==> src/rtl/skt_pkg.sv <==
package skt_pkg;

  typedef enum logic [0:0] {
    OP_INSERT = 1'b0,
    OP_DELETE = 1'b1
  } op_t;

  localparam logic [1:0] ST_DONE      = 2'd0;
  localparam logic [1:0] ST_NOT_FOUND = 2'd1;
  localparam logic [1:0] ST_DROPPED   = 2'd2;

  localparam int KEY_W   = 16;
  localparam int ITEMS_W = 8;
  localparam int TIME_W  = 11;
  localparam int OCC_W   = 6;

  typedef struct packed {
    logic [TIME_W-1:0]  etime;
    logic [ITEMS_W-1:0] items;
    logic [KEY_W-1:0]   key;
  } entry_t;

  // broadcast to every cell
  typedef struct packed {
    logic   cmp_en;
    logic   ins_en;
    logic   del_en;
    entry_t entry;
  } ctl_t;

  typedef enum logic [0:0] {
    SK_IDLE  = 1'b0,
    SK_APPLY = 1'b1
  } state_t;

endpackage

==> src/rtl/skt_cell.sv <==
module skt_cell (
  input  logic          clk,
  input  skt_pkg::ctl_t ctl,
  input  logic          valid_i,
  input  logic          prev_shift,
  input  skt_pkg::entry_t prev_entry,
  input  skt_pkg::entry_t next_entry,
  output skt_pkg::entry_t entry_o,
  output logic          gt_o,
  output logic          ge_o,
  output logic          eq_o
);

  skt_pkg::entry_t entry_r, entry_nxt;
  logic            gt_r, ge_r, eq_r;

  // compare flags, taken on the transfer cycle
  always_ff @(posedge clk) begin
    if (ctl.cmp_en) begin
      gt_r <= !valid_i || (entry_r.key > ctl.entry.key);
      ge_r <= valid_i && (entry_r.key >= ctl.entry.key);
      eq_r <= valid_i && (entry_r.key == ctl.entry.key);
    end
  end

  always_comb begin
    entry_nxt = entry_r;
    if (ctl.ins_en) begin
      if (prev_shift) begin
        entry_nxt = prev_entry;
      end else if (gt_r) begin
        entry_nxt = ctl.entry;
      end
    end else if (ctl.del_en && ge_r) begin
      entry_nxt = next_entry;
    end
  end

  always_ff @(posedge clk) begin
    entry_r <= entry_nxt;
  end

  assign entry_o = entry_r;
  assign gt_o    = gt_r;
  assign ge_o    = ge_r;
  assign eq_o    = eq_r;

endmodule

==> src/rtl/sorted_key_table.sv <==
// sorted key table: entries kept in ascending key order in a row of cells
// operation: a compare step on the input transfer, then a shift step of the
// cell row that loads the result register; a new operation is taken only
// after the shift step, and a stalled result holds the shift step
// reset: rst_n synchronous active low; occupancy goes to zero (table empty),
// cell contents are not cleared, cells at or above the occupancy never show
module sorted_key_table #(
  parameter int DEPTH = 32
) (
  input  logic        clk,
  input  logic        rst_n,
  // input channel
  input  logic        in_tvalid,
  output logic        in_tready,
  input  logic [39:0] in_tdata,   // key[15:0], item_count[23:16], entry_time[34:24], zero pad
  input  logic [0:0]  in_tuser,   // op[0]
  // result channel
  output logic        out_tvalid,
  input  logic        out_tready,
  output logic [47:0] out_tdata,  // head_key[15:0], head_items[23:16], head_time[34:24],
                                  // is_empty[35], is_full[36], occupancy[42:37], zero pad
  output logic [1:0]  out_tuser   // status[1:0]
);

  localparam int CW = $clog2(DEPTH + 1);

  // fsm and held operation
  skt_pkg::state_t state_r, state_nxt;
  skt_pkg::op_t    op_r;
  skt_pkg::entry_t new_r;
  skt_pkg::entry_t in_entry;

  // occupancy
  logic [CW-1:0] count_r, count_nxt;

  // cell row wiring
  skt_pkg::ctl_t   ctl;
  skt_pkg::entry_t cell_entry [DEPTH];
  logic [DEPTH-1:0] cell_gt, cell_ge, cell_eq, cell_valid;

  // control
  logic in_xfer, cmp_en, apply, out_free, found, is_full_now;
  logic do_ins, do_del;

  // result register
  logic            out_valid_r;
  logic [1:0]      out_status_r, status_nxt;
  skt_pkg::entry_t head_nxt;
  logic [47:0]     out_data_r, out_data_nxt;

  assign in_entry.key   = in_tdata[15:0];
  assign in_entry.items = in_tdata[23:16];
  assign in_entry.etime = in_tdata[34:24];

  assign in_xfer     = in_tvalid && in_tready;
  assign out_free    = !out_valid_r || out_tready;
  assign found       = |cell_eq;
  assign is_full_now = (count_r == CW'(DEPTH));

  // next state
  always_comb begin
    state_nxt = state_r;
    case (state_r)
      skt_pkg::SK_IDLE:  if (in_xfer)  state_nxt = skt_pkg::SK_APPLY;
      skt_pkg::SK_APPLY: if (out_free) state_nxt = skt_pkg::SK_IDLE;
      default:           state_nxt = skt_pkg::SK_IDLE;
    endcase
  end

  // fsm outputs; no transfer is taken while reset is held
  always_comb begin
    in_tready = 1'b0;
    cmp_en    = 1'b0;
    apply     = 1'b0;
    case (state_r)
      skt_pkg::SK_IDLE: begin
        in_tready = rst_n;
        cmp_en    = in_tvalid && rst_n;
      end
      skt_pkg::SK_APPLY: begin
        apply = out_free;
      end
      default: ;
    endcase
  end

  always_ff @(posedge clk) begin
    if (!rst_n) begin
      state_r <= skt_pkg::SK_IDLE;
    end else begin
      state_r <= state_nxt;
    end
  end

  // hold the operation for the shift step
  always_ff @(posedge clk) begin
    if (in_xfer) begin
      op_r  <= skt_pkg::op_t'(in_tuser[0]);
      new_r <= in_entry;
    end
  end

  // a full table drops an insert, a missing key leaves the table alone
  assign do_ins = apply && (op_r == skt_pkg::OP_INSERT) && !is_full_now;
  assign do_del = apply && (op_r == skt_pkg::OP_DELETE) && found;

  // the compare step sees the entry on the bus, the shift step the held one
  assign ctl.cmp_en = cmp_en;
  assign ctl.ins_en = do_ins;
  assign ctl.del_en = do_del;
  assign ctl.entry  = (state_r == skt_pkg::SK_IDLE) ? in_entry : new_r;

  // row of cells; cell i is live when it sits below the occupancy
  for (genvar i = 0; i < DEPTH; i++) begin : g_cell
    skt_pkg::entry_t prev_e, next_e;
    logic            prev_s;

    assign cell_valid[i] = (CW'(i) < count_r);

    if (i == 0) begin : g_first
      assign prev_s = 1'b0;
      assign prev_e = new_r;
    end else begin : g_mid
      assign prev_s = cell_gt[i-1];
      assign prev_e = cell_entry[i-1];
    end

    if (i == DEPTH - 1) begin : g_last
      assign next_e = new_r;
    end else begin : g_body
      assign next_e = cell_entry[i+1];
    end

    skt_cell u_cell (
      .clk        (clk),
      .ctl        (ctl),
      .valid_i    (cell_valid[i]),
      .prev_shift (prev_s),
      .prev_entry (prev_e),
      .next_entry (next_e),
      .entry_o    (cell_entry[i]),
      .gt_o       (cell_gt[i]),
      .ge_o       (cell_ge[i]),
      .eq_o       (cell_eq[i])
    );
  end

  // occupancy
  always_comb begin
    count_nxt = count_r;
    if (do_ins) begin
      count_nxt = count_r + CW'(1);
    end else if (do_del) begin
      count_nxt = count_r - CW'(1);
    end
  end

  always_ff @(posedge clk) begin
    if (!rst_n) begin
      count_r <= '0;
    end else begin
      count_r <= count_nxt;
    end
  end

  // head after the shift, worked out from the two lowest cells
  always_comb begin
    head_nxt   = cell_entry[0];
    status_nxt = skt_pkg::ST_DONE;
    if (op_r == skt_pkg::OP_INSERT) begin
      if (is_full_now) begin
        status_nxt = skt_pkg::ST_DROPPED;
      end else if (cell_gt[0]) begin
        head_nxt = new_r;
      end
    end else begin
      if (!found) begin
        status_nxt = skt_pkg::ST_NOT_FOUND;
      end else if (cell_ge[0]) begin
        head_nxt = cell_entry[1];
      end
    end
    if (count_nxt == '0) begin
      head_nxt = '0;
    end
  end

  always_comb begin
    out_data_nxt        = '0;
    out_data_nxt[15:0]  = head_nxt.key;
    out_data_nxt[23:16] = head_nxt.items;
    out_data_nxt[34:24] = head_nxt.etime;
    out_data_nxt[35]    = (count_nxt == '0);
    out_data_nxt[36]    = (count_nxt == CW'(DEPTH));
    out_data_nxt[42:37] = skt_pkg::OCC_W'(count_nxt);
  end

  // result register parts the two channels
  always_ff @(posedge clk) begin
    if (!rst_n) begin
      out_valid_r <= 1'b0;
    end else if (apply) begin
      out_valid_r <= 1'b1;
    end else if (out_tready) begin
      out_valid_r <= 1'b0;
    end
  end

  always_ff @(posedge clk) begin
    if (apply) begin
      out_status_r <= status_nxt;
      out_data_r   <= out_data_nxt;
    end
  end

  assign out_tvalid = out_valid_r;
  assign out_tdata  = out_data_r;
  assign out_tuser  = out_status_r;

`ifndef SYNTHESIS
  // occupancy never passes the table size
  a_count_bound: assert property (@(posedge clk) disable iff (!rst_n)
    count_r <= CW'(DEPTH))
    else $error("occupancy above depth");

  // occupancy moves by at most one per cycle
  a_count_step: assert property (@(posedge clk) disable iff (!rst_n)
    (count_r == $past(count_r)) || (count_r == $past(count_r) + CW'(1)) ||
    (count_r == $past(count_r) - CW'(1)))
    else $error("occupancy jumped");

  // an accepted transfer always goes on to the shift step
  a_xfer_apply: assert property (@(posedge clk) disable iff (!rst_n)
    in_xfer |=> (state_r == skt_pkg::SK_APPLY))
    else $error("transfer not followed by shift step");

  // a dropped insert only happens on a full table
  a_drop_full: assert property (@(posedge clk) disable iff (!rst_n)
    (out_tvalid && (out_tuser == skt_pkg::ST_DROPPED)) |-> out_tdata[36])
    else $error("insert dropped while not full");
`endif

endmodule

==> config.mk <==
export PLATFORM = sky130hd
export DESIGN_NAME = sorted_key_table
export DESIGN_NICKNAME = d
export VERILOG_FILES = /design/src/rtl/skt_pkg.sv /design/src/rtl/skt_cell.sv /design/src/rtl/sorted_key_table.sv
export SDC_FILE = /design/constraint.sdc
export NUM_CORES = 2
export LEC_CHECK = 0
export BUFFER_PORTS_ARGS = -buffer_cell sky130_fd_sc_hd__buf_2
export CORE_MARGIN = 2
export CORE_UTILIZATION = 50
export CTS_BUF_LIST = sky130_fd_sc_hd__clkbuf_8
export DETAILED_ROUTE_END_ITERATION = 10
export HOLD_SLACK_MARGIN = 0.1
export PLACE_DENSITY = 0.65
export RECOVER_POWER = 100
export SYNTH_ARGS = -nofsm -noshare
export SYNTH_HDL_FRONTEND = slang
export SYNTH_SLANG_ARGS = --single-unit
==> constraint.sdc <==
create_clock -name clk -period 14.4 [get_ports clk]
set_clock_uncertainty 0.05 [all_clocks]
set_input_delay 0.72 -clock clk [delete_from_list [all_inputs] [get_ports clk]]
set_output_delay 0.72 -clock clk [all_outputs]
set_load 0.02 [all_outputs]
==> flow_summary.json <==
{
  "cts_buffer_depth": 3,
  "multi_input_area_um2": 33200,
  "tritoncts": "built",
  "ys_ff_latch": 1305,
  "slowest_stage": "clkbuf_1",
  "power.density_nw_per_um2": 110,
  "setup_viol": 0,
  "synthFlopType": "edfxtp_1",
  "yosysMostFrequentCell": "edfxtp_1",
  "whs_endpoint": "out_tvalid",
  "first_global_vias": 55418,
  "dpl_cell_area_um2": 76800,
  "hold_viol_final": 0,
  "cts_buffers": 221,
  "cts.sinks": 1305,
  "drv_cap": 71,
  "status": "finished, violations left",
  "synth_commonest_cells": "edfxtp_1 (1297), o21ai_0 (1264), nand2_1 (1263)",
  "start_util_pct": 50.5,
  "clkSlewWorstSetupHoldPaths_ns": 0.06,
  "dp_slack_ns": 8.87,
  "fmax_mhz": 99.2,
  "dr.pass1.iters": 6,
  "instances_no_fill": 10125,
  "grt-ovfl-total": 0,
  "drt-total-wl_um": 225000,
  "slew_viol_final": 2767,
  "grt_usage_pct": 29.0,
  "async_flop_share_pct": 0,
  "synth.largest_area_cell": "edfxtp_1",
  "yosysSeqAreaShare_pct": 52.3,
  "gp_congestion": 0.909,
  "worstPathMaxFanout": 28,
  "path_class": "register to register",
  "syn_inst": 8154,
  "worstHoldStart": "out_tready",
  "ctsRootBufferMaster": "clkbuf_8",
  "post_cts_buffers": 0,
  "avgRoutedWirePerCell_um": 22.2,
  "start_kind": "register",
  "yosys-top-cells-area": "edfxtp_1 (52%), ha_1 (8.6%), o21ai_0 (8.5%)",
  "fin_crit_sh_pct": 70.0,
  "violations": "max-capacitance violations, max-slew violations",
  "reg2reg_depth": 7,
  "arrival_ns": 10.56,
  "finalInstanceArea_um2": 80500,
  "area_growth_pct": 7.60,
  "grt_pass1_wl_um": 340000,
  "grt_max_degree": 292,
  "cp.required_ns": 14.88,
  "h-tree-depth": 4,
  "area.sequential_um2": 39100,
  "final_util_pct": 54.3,
  "synth_edf_count": 1297,
  "cts_resized": 0,
  "slew_headroom_pct": -188,
  "leakage_nw": 31.6,
  "ioPinCount": 97,
  "viasPerCell": 5.94,
  "clk_latency_ns": 0.97,
  "port_buffers": 86,
  "dp_hpwl_um": 154000,
  "synth_top_area_share_pct": 52.1,
  "drt_iter0_markers": 7318,
  "fillers": 13318,
  "slowest_delay_ns": 2.79,
  "worst_slack_ns": 4.32,
  "fin_tns_setup_ns": 0,
  "drc_errors": 0,
  "hold_depth": 3,
  "worst-slew-pin-transition_ns": 4.32,
  "core_um2": 148000,
  "rsz0062_at_grt": "no",
  "holdWs_ns": 0.235,
  "ant_nets": 0,
  "worstSetupEndpointType": "register",
  "rows": 141,
  "ys_warn_count": 0,
  "min_period_ns": 10.08,
  "syn_avg_cell_area_um2": 9.17,
  "p_total_mw": 8.87,
  "die_y_um": 391,
  "dieArea_um2": 153000,
  "path_cells": "clkbuf_1 -> nand3_1 -> a21oi_1 -> buf_4 -> nand2_1 -> nand2_1 -> clkbuf_1",
  "yosysUniqueCellTypes": 55,
  "ir_drop_mv": 0.0941,
  "die_width_um": 391,
  "drive_above_1_share_pct": 4.58,
  "r2r_start": "state_r",
  "r2r_slack_ns": 4.32,
  "syn_area_um2": 74800,
  "hold_path_class": "input pin to register",
  "nNetsFinal": 8564,
  "vias": 60138,
  "r2r_end": "g_cell[17].u_cell.entry_o[8]",
  "antenna_found_initial": 6,
  "post-place-cells": 9671
}
state kept, by name, summed over array words and instances, names as in the netlist:
name / flops
g_cell.u_cell.entry_o: 1120
out_tdata: 43
g_cell.prev_e: 35
g_cell.u_cell.eq_o: 32
g_cell.u_cell.ge_o: 32
g_cell.u_cell.gt_o: 32
count_r: 6
out_tuser: 2
op_r: 1
out_tvalid: 1
state_r: 1
cell usage in the layout (no fill, tap or decap), types with 18 or more instances in the layout:
cell,netlist,routed
nand2b_1,24,24
mux2i_4,0,30
clkbuf_8,0,228
inv_1,72,173
dlygate4sd3_1,0,40
buf_4,6,70
clkinv_1,0,54
o21a_1,31,31
edfxtp_1,1297,1297
a21o_1,143,143
clkbuf_1,577,151
nand4_1,110,110
nor2_1,1190,1190
nand2_1,1263,1263
nor3_1,32,60
nand3_1,18,18
a21oi_1,1222,1222
o21ai_0,1264,1264
nor2b_1,46,46
ha_1,515,515
o22ai_1,38,38
per-layer routing:
metal / routed length [µm] / GRT usage (%) / vias to the layer above / share of wire, %
met1: 99400 / 42.5 / 28016 / 44
met4: 10500 / 12.7 / 0 / 4.7
met3: 19900 / 4.76 / 450 / 8.9
li1: - / - / 29119 / -
met2: 95000 / 42.3 / 2553 / 42
met5: 0 / 0 / - / 0
where the power goes:
group / internal, mW / switching (mW)
Combinational: 0.400 / 0.844
Sequential: 4.42 / 0.150
Clock: 1.49 / 1.57
cells by family (layout without fill, tap and decap cells):
group                    Yosys count  count (layout)  synth area share, %
flip-flops                      1305            1305                 52.3
adder cells (fa/ha/maj)          515             515                 8.61
AND/OR/NAND/NOR                 2787            2787                 15.2
buffers and inverters            717             747                 3.67
other                              1              12              0.00501
AO/OA/AOI/OAI                   2790            2790                 19.7
multiplexers                      36              36                0.482
XOR/XNOR                           3               3               0.0351
layout make-up:
type	instances	share of cell area, %
Antenna cell	7	0.0218
Clock buffer	228	3.90
Clock inverter	179	0.959
Inverter	72	0.336
Multi-Input combinational cell	6136	41.2
Sequential cell	1305	48.6
Tap cell	1930	3.00
Timing Repair Buffer	268	1.97
repair_timing:
action | in CTS | in global routing
hold buffers | 40 | 0
setup endpoints to repair | 0 | 0
hold endpoints to repair | 44 | 0
worst max-delay path, delay by kind of cell (launching register included):
family	cells	cell delay, ns
flip-flops	1	1.36
AO/OA/AOI/OAI	1	2.03
buffers and inverters	3	4.72
AND/OR/NAND/NOR	3	1.40
how the worst max path moves through the flow:
stage	startpoint	end	slack, ns	cells after the start
4_1_cts	count_r[1]	g_cell[15].u_cell.entry_o[18]	8.87	9
3_3_place_gp	count_r[1]	g_cell[18].u_cell.entry_o[23]	9.00	9
2_1_floorplan	state_r	g_cell[31].u_cell.ge_o	9.81	12
3_5_place_dp	count_r[1]	g_cell[13].u_cell.entry_o[3]	8.87	9
5_1_grt	state_r	g_cell[8].u_cell.entry_o[26]	4.16	7
6_report	state_r	g_cell[17].u_cell.entry_o[8]	4.32	7
(Power assumes the default switching activity.)
